### src/hdl/slis_pkg.sv
// shared types and constants for the sorted list with removal at both ends
package slis_pkg;

  localparam int CAPACITY_DEF = 16;
  localparam int VAL_W = 32;
  localparam int CNT_OUT_W = 5;

  typedef enum logic [1:0] {
    ACT_INSERT  = 2'd0,
    ACT_POP_MIN = 2'd1,
    ACT_POP_MAX = 2'd2,
    ACT_NOP     = 2'd3
  } action_t;

  typedef enum logic [1:0] {
    ST_DONE  = 2'd0,
    ST_EMPTY = 2'd1,
    ST_FULL  = 2'd2,
    ST_RSVD  = 2'd3
  } status_t;

  typedef struct packed {
    logic                    ins;
    logic                    shl;
    logic signed [VAL_W-1:0] value;
  } cell_ctl_t;

endpackage

### src/hdl/slis_cell.sv
// one storage cell of the sorted chain: insert shifts right, pop-min shifts left
module slis_cell
  import slis_pkg::*;
(
  input  logic                    clk,
  input  cell_ctl_t               ctl,
  input  logic                    occ,
  input  logic                    left_ge,
  input  logic signed [VAL_W-1:0] left_data,
  input  logic signed [VAL_W-1:0] right_data,
  output logic                    ge,
  output logic signed [VAL_W-1:0] data
);

  logic signed [VAL_W-1:0] data_r;
  logic signed [VAL_W-1:0] data_nxt;

  assign ge   = occ && (data_r >= ctl.value);
  assign data = data_r;

  always_comb begin
    data_nxt = data_r;
    if (ctl.ins) begin
      if (left_ge) begin
        data_nxt = left_data;
      end else if (!occ || ge) begin
        data_nxt = ctl.value;
      end
    end else if (ctl.shl) begin
      data_nxt = right_data;
    end
  end

  always_ff @(posedge clk) begin
    data_r <= data_nxt;
  end

endmodule

### src/hdl/sorted_list_insert_delete_ends_top.sv
// top level of the sorted list with insert and removal at both ends
//
// keeps up to CAPACITY signed 32-bit values in ascending order in a row of
// cells. an input item (in_tuser = action, in_tdata = value) inserts a value
// after all smaller ones and before equal ones, removes the smallest, or
// removes the largest, or does nothing. every item gives one result item with status,
// removed value, count and the smallest and largest values kept.
// the chain updates all cells at the edge that accepts the item; the edge
// that moves the pending result on reads the new smallest and largest (a
// count-indexed select over the cells) into the output register once it is
// empty or being read. no new item is accepted while a result is pending.
// in_tready is low while a result is being formed; a finished result waits
// in the output register while the next item is accepted, and when the
// receiver stalls with both full, in_tready stays low until out_tready.
// reset (rst_n low, synchronous) empties the list and drops any result;
// cell contents are not cleared, only the count.
module sorted_list_insert_delete_ends_top
  import slis_pkg::*;
#(
  parameter int CAPACITY = CAPACITY_DEF
) (
  input  logic          clk,
  input  logic          rst_n,
  input  logic          in_tvalid,
  output logic          in_tready,
  input  logic [31:0]   in_tdata,   // value[31:0]
  input  logic [1:0]    in_tuser,   // action[1:0]
  output logic          out_tvalid,
  input  logic          out_tready,
  output logic [103:0]  out_tdata,  // removed_value[31:0], count[36:32],
                                    // smallest_value[68:37], largest_value[100:69]
  output logic [2:0]    out_tuser   // status[1:0], removed_valid[2]
);

  localparam int CNT_W = $clog2(CAPACITY + 1);
  localparam int IDX_W = $clog2(CAPACITY);

  logic [CNT_W-1:0] count_r, count_nxt;
  logic             pend_r;
  status_t          pend_status_r;
  logic             pend_rvalid_r;
  logic signed [VAL_W-1:0] pend_rval_r;

  logic         out_valid_r;
  status_t      out_status_r;
  logic         out_rvalid_r;
  logic signed [VAL_W-1:0] out_rval_r, out_min_r, out_max_r;
  logic [CNT_OUT_W-1:0]    out_cnt_r;

  cell_ctl_t ctl;
  logic signed [VAL_W-1:0] data_w [CAPACITY];
  logic [CAPACITY-1:0]     ge_w;
  logic [CAPACITY-1:0]     occ_w;
  logic [IDX_W-1:0]        last_idx;
  logic signed [VAL_W-1:0] last_val;

  logic    in_fire;
  logic    out_load;
  action_t act;
  logic    is_empty, is_full;
  status_t status_c;
  logic    rvalid_c;
  logic signed [VAL_W-1:0] rval_c;

  assign in_tready = rst_n && !pend_r;
  assign in_fire   = in_tvalid && in_tready;
  assign act       = action_t'(in_tuser);
  assign is_empty  = (count_r == '0);
  assign is_full   = (count_r == CNT_W'(CAPACITY));
  assign out_load  = pend_r && (!out_valid_r || out_tready);

  assign last_idx = IDX_W'(count_r - 1'b1);
  assign last_val = data_w[last_idx];

  always_comb begin
    status_c  = ST_DONE;
    rvalid_c  = 1'b0;
    rval_c    = '0;
    count_nxt = count_r;
    ctl.ins   = 1'b0;
    ctl.shl   = 1'b0;
    ctl.value = $signed(in_tdata);
    if (in_fire) begin
      case (act)
        ACT_INSERT: begin
          if (is_full) begin
            status_c = ST_FULL;
          end else begin
            ctl.ins   = 1'b1;
            count_nxt = count_r + 1'b1;
          end
        end
        ACT_POP_MIN, ACT_POP_MAX: begin
          if (is_empty) begin
            status_c = ST_EMPTY;
          end else begin
            rvalid_c  = 1'b1;
            rval_c    = (act == ACT_POP_MIN) ? data_w[0] : last_val;
            ctl.shl   = (act == ACT_POP_MIN);
            count_nxt = count_r - 1'b1;
          end
        end
        default: begin
          status_c = ST_DONE;
        end
      endcase
    end
  end

  for (genvar i = 0; i < CAPACITY; i++) begin : g_cell
    logic                    l_ge;
    logic signed [VAL_W-1:0] l_data, r_data;
    assign occ_w[i] = (CNT_W'(i) < count_r);
    if (i == 0) begin : g_first
      assign l_ge   = 1'b0;
      assign l_data = '0;
    end else begin : g_mid
      assign l_ge   = ge_w[i-1];
      assign l_data = data_w[i-1];
    end
    if (i == CAPACITY - 1) begin : g_last
      assign r_data = data_w[i];
    end else begin : g_inner
      assign r_data = data_w[i+1];
    end
    slis_cell u_cell (
      .clk        (clk),
      .ctl        (ctl),
      .occ        (occ_w[i]),
      .left_ge    (l_ge),
      .left_data  (l_data),
      .right_data (r_data),
      .ge         (ge_w[i]),
      .data       (data_w[i])
    );
  end

  always_ff @(posedge clk) begin
    if (!rst_n) begin
      count_r     <= '0;
      pend_r      <= 1'b0;
      out_valid_r <= 1'b0;
    end else begin
      count_r <= count_nxt;
      if (in_fire) begin
        pend_r <= 1'b1;
      end else if (out_load) begin
        pend_r <= 1'b0;
      end
      if (out_load) begin
        out_valid_r <= 1'b1;
      end else if (out_tready) begin
        out_valid_r <= 1'b0;
      end
    end
  end

  always_ff @(posedge clk) begin
    if (in_fire) begin
      pend_status_r <= status_c;
      pend_rvalid_r <= rvalid_c;
      pend_rval_r   <= rval_c;
    end
    if (out_load) begin
      out_status_r <= pend_status_r;
      out_rvalid_r <= pend_rvalid_r;
      out_rval_r   <= pend_rval_r;
      out_cnt_r    <= CNT_OUT_W'(count_r);
      out_min_r    <= is_empty ? '0 : data_w[0];
      out_max_r    <= is_empty ? '0 : last_val;
    end
  end

  assign out_tvalid = out_valid_r;
  assign out_tuser  = {out_rvalid_r, out_status_r};
  assign out_tdata  = {3'b000, out_max_r, out_min_r, out_cnt_r, out_rval_r};

  // checks on the cell chain and the item flow
  a_count_bound: assert property (@(posedge clk) disable iff (!rst_n)
    count_r <= CNT_W'(CAPACITY))
    else $error("count above capacity");

  a_fire_pend: assert property (@(posedge clk) disable iff (!rst_n)
    in_fire |=> pend_r)
    else $error("accepted item did not start a result");

  a_order: assert property (@(posedge clk) disable iff (!rst_n)
    (count_r >= CNT_W'(2)) |-> (data_w[0] <= data_w[1]))
    else $error("first two cells out of order");

  a_empty_pop: assert property (@(posedge clk) disable iff (!rst_n)
    (in_fire && is_empty && (act == ACT_POP_MIN || act == ACT_POP_MAX))
      |=> (count_r == '0))
    else $error("removal on empty list changed count");

endmodule

### config.mk
export PLATFORM = sky130hd
export DESIGN_NAME = sorted_list_insert_delete_ends_top
export DESIGN_NICKNAME = d
export VERILOG_FILES = /design/src/hdl/slis_pkg.sv /design/src/hdl/slis_cell.sv /design/src/hdl/sorted_list_insert_delete_ends_top.sv
export SDC_FILE = /design/constraint.sdc
export NUM_CORES = 2
export LEC_CHECK = 0
export ABC_AREA = 1
export BUFFER_PORTS_ARGS = -buffer_cell sky130_fd_sc_hd__buf_2
export CORE_UTILIZATION = 50
export DETAILED_ROUTE_END_ITERATION = 6
export GPL_TIMING_DRIVEN = 1
export HOLD_SLACK_MARGIN = 0.12
export PLACE_DENSITY = 0.66
export SLEW_MARGIN = 10
export SYNTH_ARGS = -nofsm -noshare
export SYNTH_HDL_FRONTEND = slang
export SYNTH_SLANG_ARGS = --single-unit
export TNS_END_PERCENT = 1
### constraint.sdc
create_clock -name clk -period 7.7 [get_ports clk]
set_input_delay 0.77 -clock clk [delete_from_list [all_inputs] [get_ports clk]]
set_output_delay 0.77 -clock clk [all_outputs]
set_load 0.02 [all_outputs]
Yosys cells after proc, flatten, opt, wreduce, memory -nomap -nowiden
Index checks and enable logic that the tools add are counted.

word-level totals
  bits in registers = 658
  latch bits = 0
  bits in writable memories = 0
  memory bits (read-only) = 0
  bits of input ports = 38
  output and inout bits = 109
  logic and storage cells = 246
  memories = 0

operators by class
  add/sub/neg operators = 2
  multiply operators = 0
  div/mod/pow operators = 0
  $lt $le $gt $ge = 33
  equal/unequal tests = 20
  shifts and indexed selects = 0
  multiplexer cells = 81
  bitwise logic cells = 2
  reduce and logical (&&, ||, !) cells = 80

operators by type and width
  kind                                                                         count
  32-bit 2-to-1 mux                                                            64
  32-bit greater-or-equal comparator                                           16
  32-bit binary-select mux with 4-bit select                                   1
  3-bit by 1-bit != test with 1-bit output, second input constant              14
  4-bit by 5-bit less-than comparator with 1-bit output, first input constant  8
  2-bit AND reduction                                                          16
  3-bit by 5-bit less-than comparator with 1-bit output, first input constant  4
  1-bit logical AND                                                            19
  1-bit logical NOT                                                            18
  1-bit logical OR                                                             17
  1-bit by 5-bit less-than comparator with 1-bit output, first input constant  2
  2-bit by 5-bit less-than comparator with 1-bit output, first input constant  2
  1-bit 2-to-1 mux                                                             10
  5-bit 2-to-1 mux                                                             2
  5-bit one-hot mux with 2 select lines                                        1
  2-bit nonzero test                                                           5
  5-bit by 1-bit adder with 5-bit output, second input constant                1
  5-bit equality test, second input constant                                   1
  5-bit greater-or-equal comparator, second input constant                     1
  5-bit logical NOT                                                            1
  4-bit inverter with 5-bit output                                             1
  5-bit by 1-bit subtractor with 5-bit output, second input constant           1
  2-bit 2-to-1 mux                                                             2
  2-bit != test, second input constant                                         2
  other kinds (8)                                                              9

Logic depth before layout (Yosys ltp)
  depth after elaboration = 6
  depth in mapped cells = 20
  depth with buffers taken out = 19

Cells and area by module
A second synthesis with hierarchy kept.

unflattened totals
  cell total of the unflattened synthesis = 7230
  area total of the unflattened synthesis = 52022.4 µm²

modules (own cells, without submodules)
  module                              instances  cells each  area an instance (µm²)  sequential area each (µm²)
  slis_cell                           16         328         2498.6                  960.9
  sorted_list_insert_delete_ends_top  1          1982        12044.1                 4314.1

Worst setup path before layout
Ideal clock, no wire load.

  kind = input-to-reg
  start = input out_tready
  end = register out_cnt_r[0] (enable)
  setup time = 0.570 ns
  arrival = 5.185 ns
  data required time = 7.130 ns
  setup slack = 1.944 ns
  stages = 2
  buffers on the path = 0
  cells stage by stage = nor2_1 -> nor2_1

between the ends
  longest elaborated chain between the ends = 2

RTL lines
  item                  RTL line                                   RTL
  start, declared       sorted_list_insert_delete_ends_top.sv:29   input logic out_tready,
  1-bit logical OR      sorted_list_insert_delete_ends_top.sv:70   assign out_load = pend_r && (!out_valid_r || out_tready);
  1-bit logical AND     sorted_list_insert_delete_ends_top.sv:70
  via out_load          sorted_list_insert_delete_ends_top.sv:58   logic out_load;
  end signal, assigned  sorted_list_insert_delete_ends_top.sv:168  out_cnt_r <= CNT_OUT_W'(count_r);
  end, declared         sorted_list_insert_delete_ends_top.sv:48   logic [CNT_OUT_W-1:0] out_cnt_r;

The timed path passes the listed nets, and every way through them passes these cells.
A chain may end at the register's enable or synchronous reset.

Worst setup path in the final report
  start = input in_tdata[20]
  end = register g_cell[5].u_cell.data_r[11] (enable)

between the ends
  longest elaborated chain between the ends = 5
  elaborated cells on any way between the ends = 7
  classes of those cells = 2 x order compare; 1 x eq/ne; 4 x reduce/logical

RTL lines
  item                                                  RTL line                                  RTL
  start, declared                                       sorted_list_insert_delete_ends_top.sv:26  input logic [31:0] in_tdata,
  32-bit greater-or-equal comparator                    slis_cell.sv:18                           assign ge = occ && (data_r >= ctl.value);
  1-bit logical AND                                     slis_cell.sv:18
  1-bit logical OR                                      slis_cell.sv:26                           end else if (!occ || ge) begin
  3-bit by 1-bit != test with 1-bit output (no line) *  --
  2-bit AND reduction (no line) *                       --
  end signal, assigned                                  slis_cell.sv:35                           data_r <= data_nxt;
  end, declared                                         slis_cell.sv:15                           logic signed [VAL_W-1:0] data_r;

Mark *: on every way between the ends. The rest lies on a longest branch, timed or not.

==> results.toml <==
[run_status]
status = "completed"

[sta]
rsz0062_at_grt = "false"
min_period_over_period_pct = 71.8
max_slew_margin_pct = 15.1
fin_skew_ps = 28.0
slew_violations = 0
hold_violations = 0
min_period_ps = 5520
setup_viol = 0
tightest_slew_ps = 1270
max_freq_mhz = 181
setup_tns_ps = 0
fin_worst_hold_slack_ps = 402

[floorplanning]
core_area_um2 = 100000
die_w_um = 320
io_pins = 147
initial_core_util_pct = 50.4
die-area_um2 = 102000
rows = 116
die_h_um = 320

[routing]
drt_first_pass_iters = 6
ant_nets = 0
drc = 0
wirelength_um = 207000
avgViaCountPerCell = 6.22
detailedRoute.firstIterationViolations = 7397
wire_per_inst_um = 25.6
num_vias = 50400

[clock_network]
clk_latency_ps = 680
post_cts_buffers = 0
cts_inserted_buffers = 80
cts.path.max_buffers = 3
h-tree-depth = 3
cts_resized = 0
cts_tree = "done"
cts.sinks = 658
cts_root_buffer = "clkbuf_16"
cts_hold_buf = 0
path_clk_slew_ps = 70

[global_routing]
antenna_found_initial = 11
grt_pass1_vias = 46800
grt_use_total_pct = 39.8
overflow = 0
grt_max_degree = 176
grt_pass1_wl_um = 304000

[power_and_ir_drop]
finalPower_w = 0.0103
p_per_area_nw_per_um2 = 189
peakVddDrop_uv = 184
p_leak_nw = 26.1

[synth]
netlist_area_um2 = 50500
synth_flop_cell = "edfxtp_1"
syn_area_per_cell_um2 = 7.43
ys_types = 34
ys_warn_count = 0
syn-instance-count = 6796
ys_seq_area_share_pct = 39.0
ys_seq_elements = 658
postSynth.asyncResetShare_pct = 0
synth_enable_flop_cells = 651

[setup_path]
path_cells = "buf_2 > inv_1 > buf_4 > ha_1 > nand2_1 > nor2_1 > nand3_1 > nor3b_1 > nand4_1 > nand3_2 > nor3_1 > nor2_4"
crit_type = "in -> reg"
worst_setup_path_end_kind = "register"
crit_path_start_kind = "primary input"
cp.arrival_ps = 5810
path_max_fanout = 34
r2r-start = "count_r[0]$_SDFFE_PN0P_"
max_stage_delay_ps = 900
crit_start = "in_tdata[20]"
slowest_stage = "nor2_4"
crit_required_ps = 7990

[placed_design]
dpl.hpwl_um = 146000
port_buffers = 143
gp_congestion = 0.980

[cells_and_area]
nets = 7300
drive_gt1_share_pct = 6.22
area_delta_synth_final_pct = 8.59
final_cell_mix = "nand2_1 (2060), nand3_1 (1132), inv_1 (712)"
final_util_pct = 54.8
layout_commonest_cell = "nand2_1"

[run]
cap_violations = 0

[hold_path]
hold_start = "rst_n"
hold_class = "in -> reg"
==> per-layer routing <==
metal  global-route usage (%)  part of all wire, %
met4                     26.2                  7.7
met5                        0                0.045
met1                     51.3                   37
met2                     60.3                   43
met3                     8.33                   12
==> cells in the mapped netlist (2+ instances only) <==
cell,number,area (um^2)
buf_2,156,781
clkbuf_1,185,694
nor4_1,4,25.0
o211ai_1,4,30.0
a211oi_1,2,15.0
o21bai_1,2,15.0
nor2_1,218,818
buf_1,55,206
nand3_1,1132,5670
a21oi_1,553,2770
nand3_2,3,30.0
nor3_2,2,20.0
o21a_1,26,195
edfxtp_1,651,19500
a21o_1,19,143
dfxtp_1,7,140
nor3b_1,2,15.0
buf_4,5,37.5
ha_1,518,6480
nor3_1,10,50.1
inv_1,714,2680
nand2_1,2063,7740
inv_2,9,33.8
a31oi_1,6,37.5
nand4_1,39,244
o21ai_1,23,115
o21ai_0,381,1910
==> cells by family (layout without fill, tap and decap cells) <==
kind of cell             count (synthesis)  after routing  synth area share, %
flip-flops                             658            658                 39.0
buffers and inverters                 1125           1132                 8.79
XOR/XNOR                                 2              2               0.0496
AND/OR/NAND/NOR                       3474           3474                 28.9
AO/OA/AOI/OAI                         1018           1018                 10.4
other                                    1              5              0.00743
adder cells (fa/ha/maj)                518            518                 12.8
==> final cells by class <==
cell class	count	area [um^2]
clock inverters	46	323
fillers	9570	45300
inverters	724	2730
repair buffers	265	1710
diodes	2	5.00
clock buffers	97	2130
flip-flops and latches	658	19700
multi-input cells	5015	26600
well taps	1298	1620
==> power breakdown <==
| part | switching [W] | leakage, nW | internal [W] |
|---|---|---|---|
| clock network | 0.00167 | 1.20 | 0.00206 |
| registers | 0.000101 | 6.02 | 0.00409 |
| logic | 0.00183 | 18.9 | 0.000598 |
| total | 0.00360 | 26.1 | 0.00675 |
==> flip-flops by register name, summed over array words and instances, names as in the netlist <==
signal	cells
pend_r	1
g_cell.u_cell.data	512
out_rval_r	32
out_status_r	2
out_rvalid_r	1
count_r	5
out_cnt_r	5
pend_rval_r	32
out_tvalid	1
pend_status_r	2
out_max_r	32
out_min_r	32
pend_rvalid_r	1
==> metrics by stage <==
step	setup slack, ps	cell area (um^2)	std cells
detailed placement	1710	52400	7959
global placement	1810	52400	7959
finish	2180	54800	8105
global route	2330	54800	8103
floorplan	1940	50500	6798
CTS	2380	54800	8102
==> worst max-delay path, delay by kind of cell <==
| family | cells | cell delay [ps] |
|---|---|---|
| adders and majority gates | 1 | 170 |
| buffers and inverters | 3 | 1270 |
| and+or+nand+nor | 8 | 3510 |
==> path summary, 6_finish.rpt <==
check / depth (start not counted) / to / slack [ps]
hold / removal: 3 / count_r[1]$_SDFFE_PN0P_ / 400
setup reg to reg: 13 / g_cell[14].u_cell.data[7]$_DFFE_PP_ / 2580
setup / recovery: 12 / g_cell[5].u_cell.data[11]$_DFFE_PP_ / 2180
hold reg to reg: 0 / out_rval_r[25]$_DFFE_PP_ / 410
No activity file was read; power rests on OpenSTA's default activity.
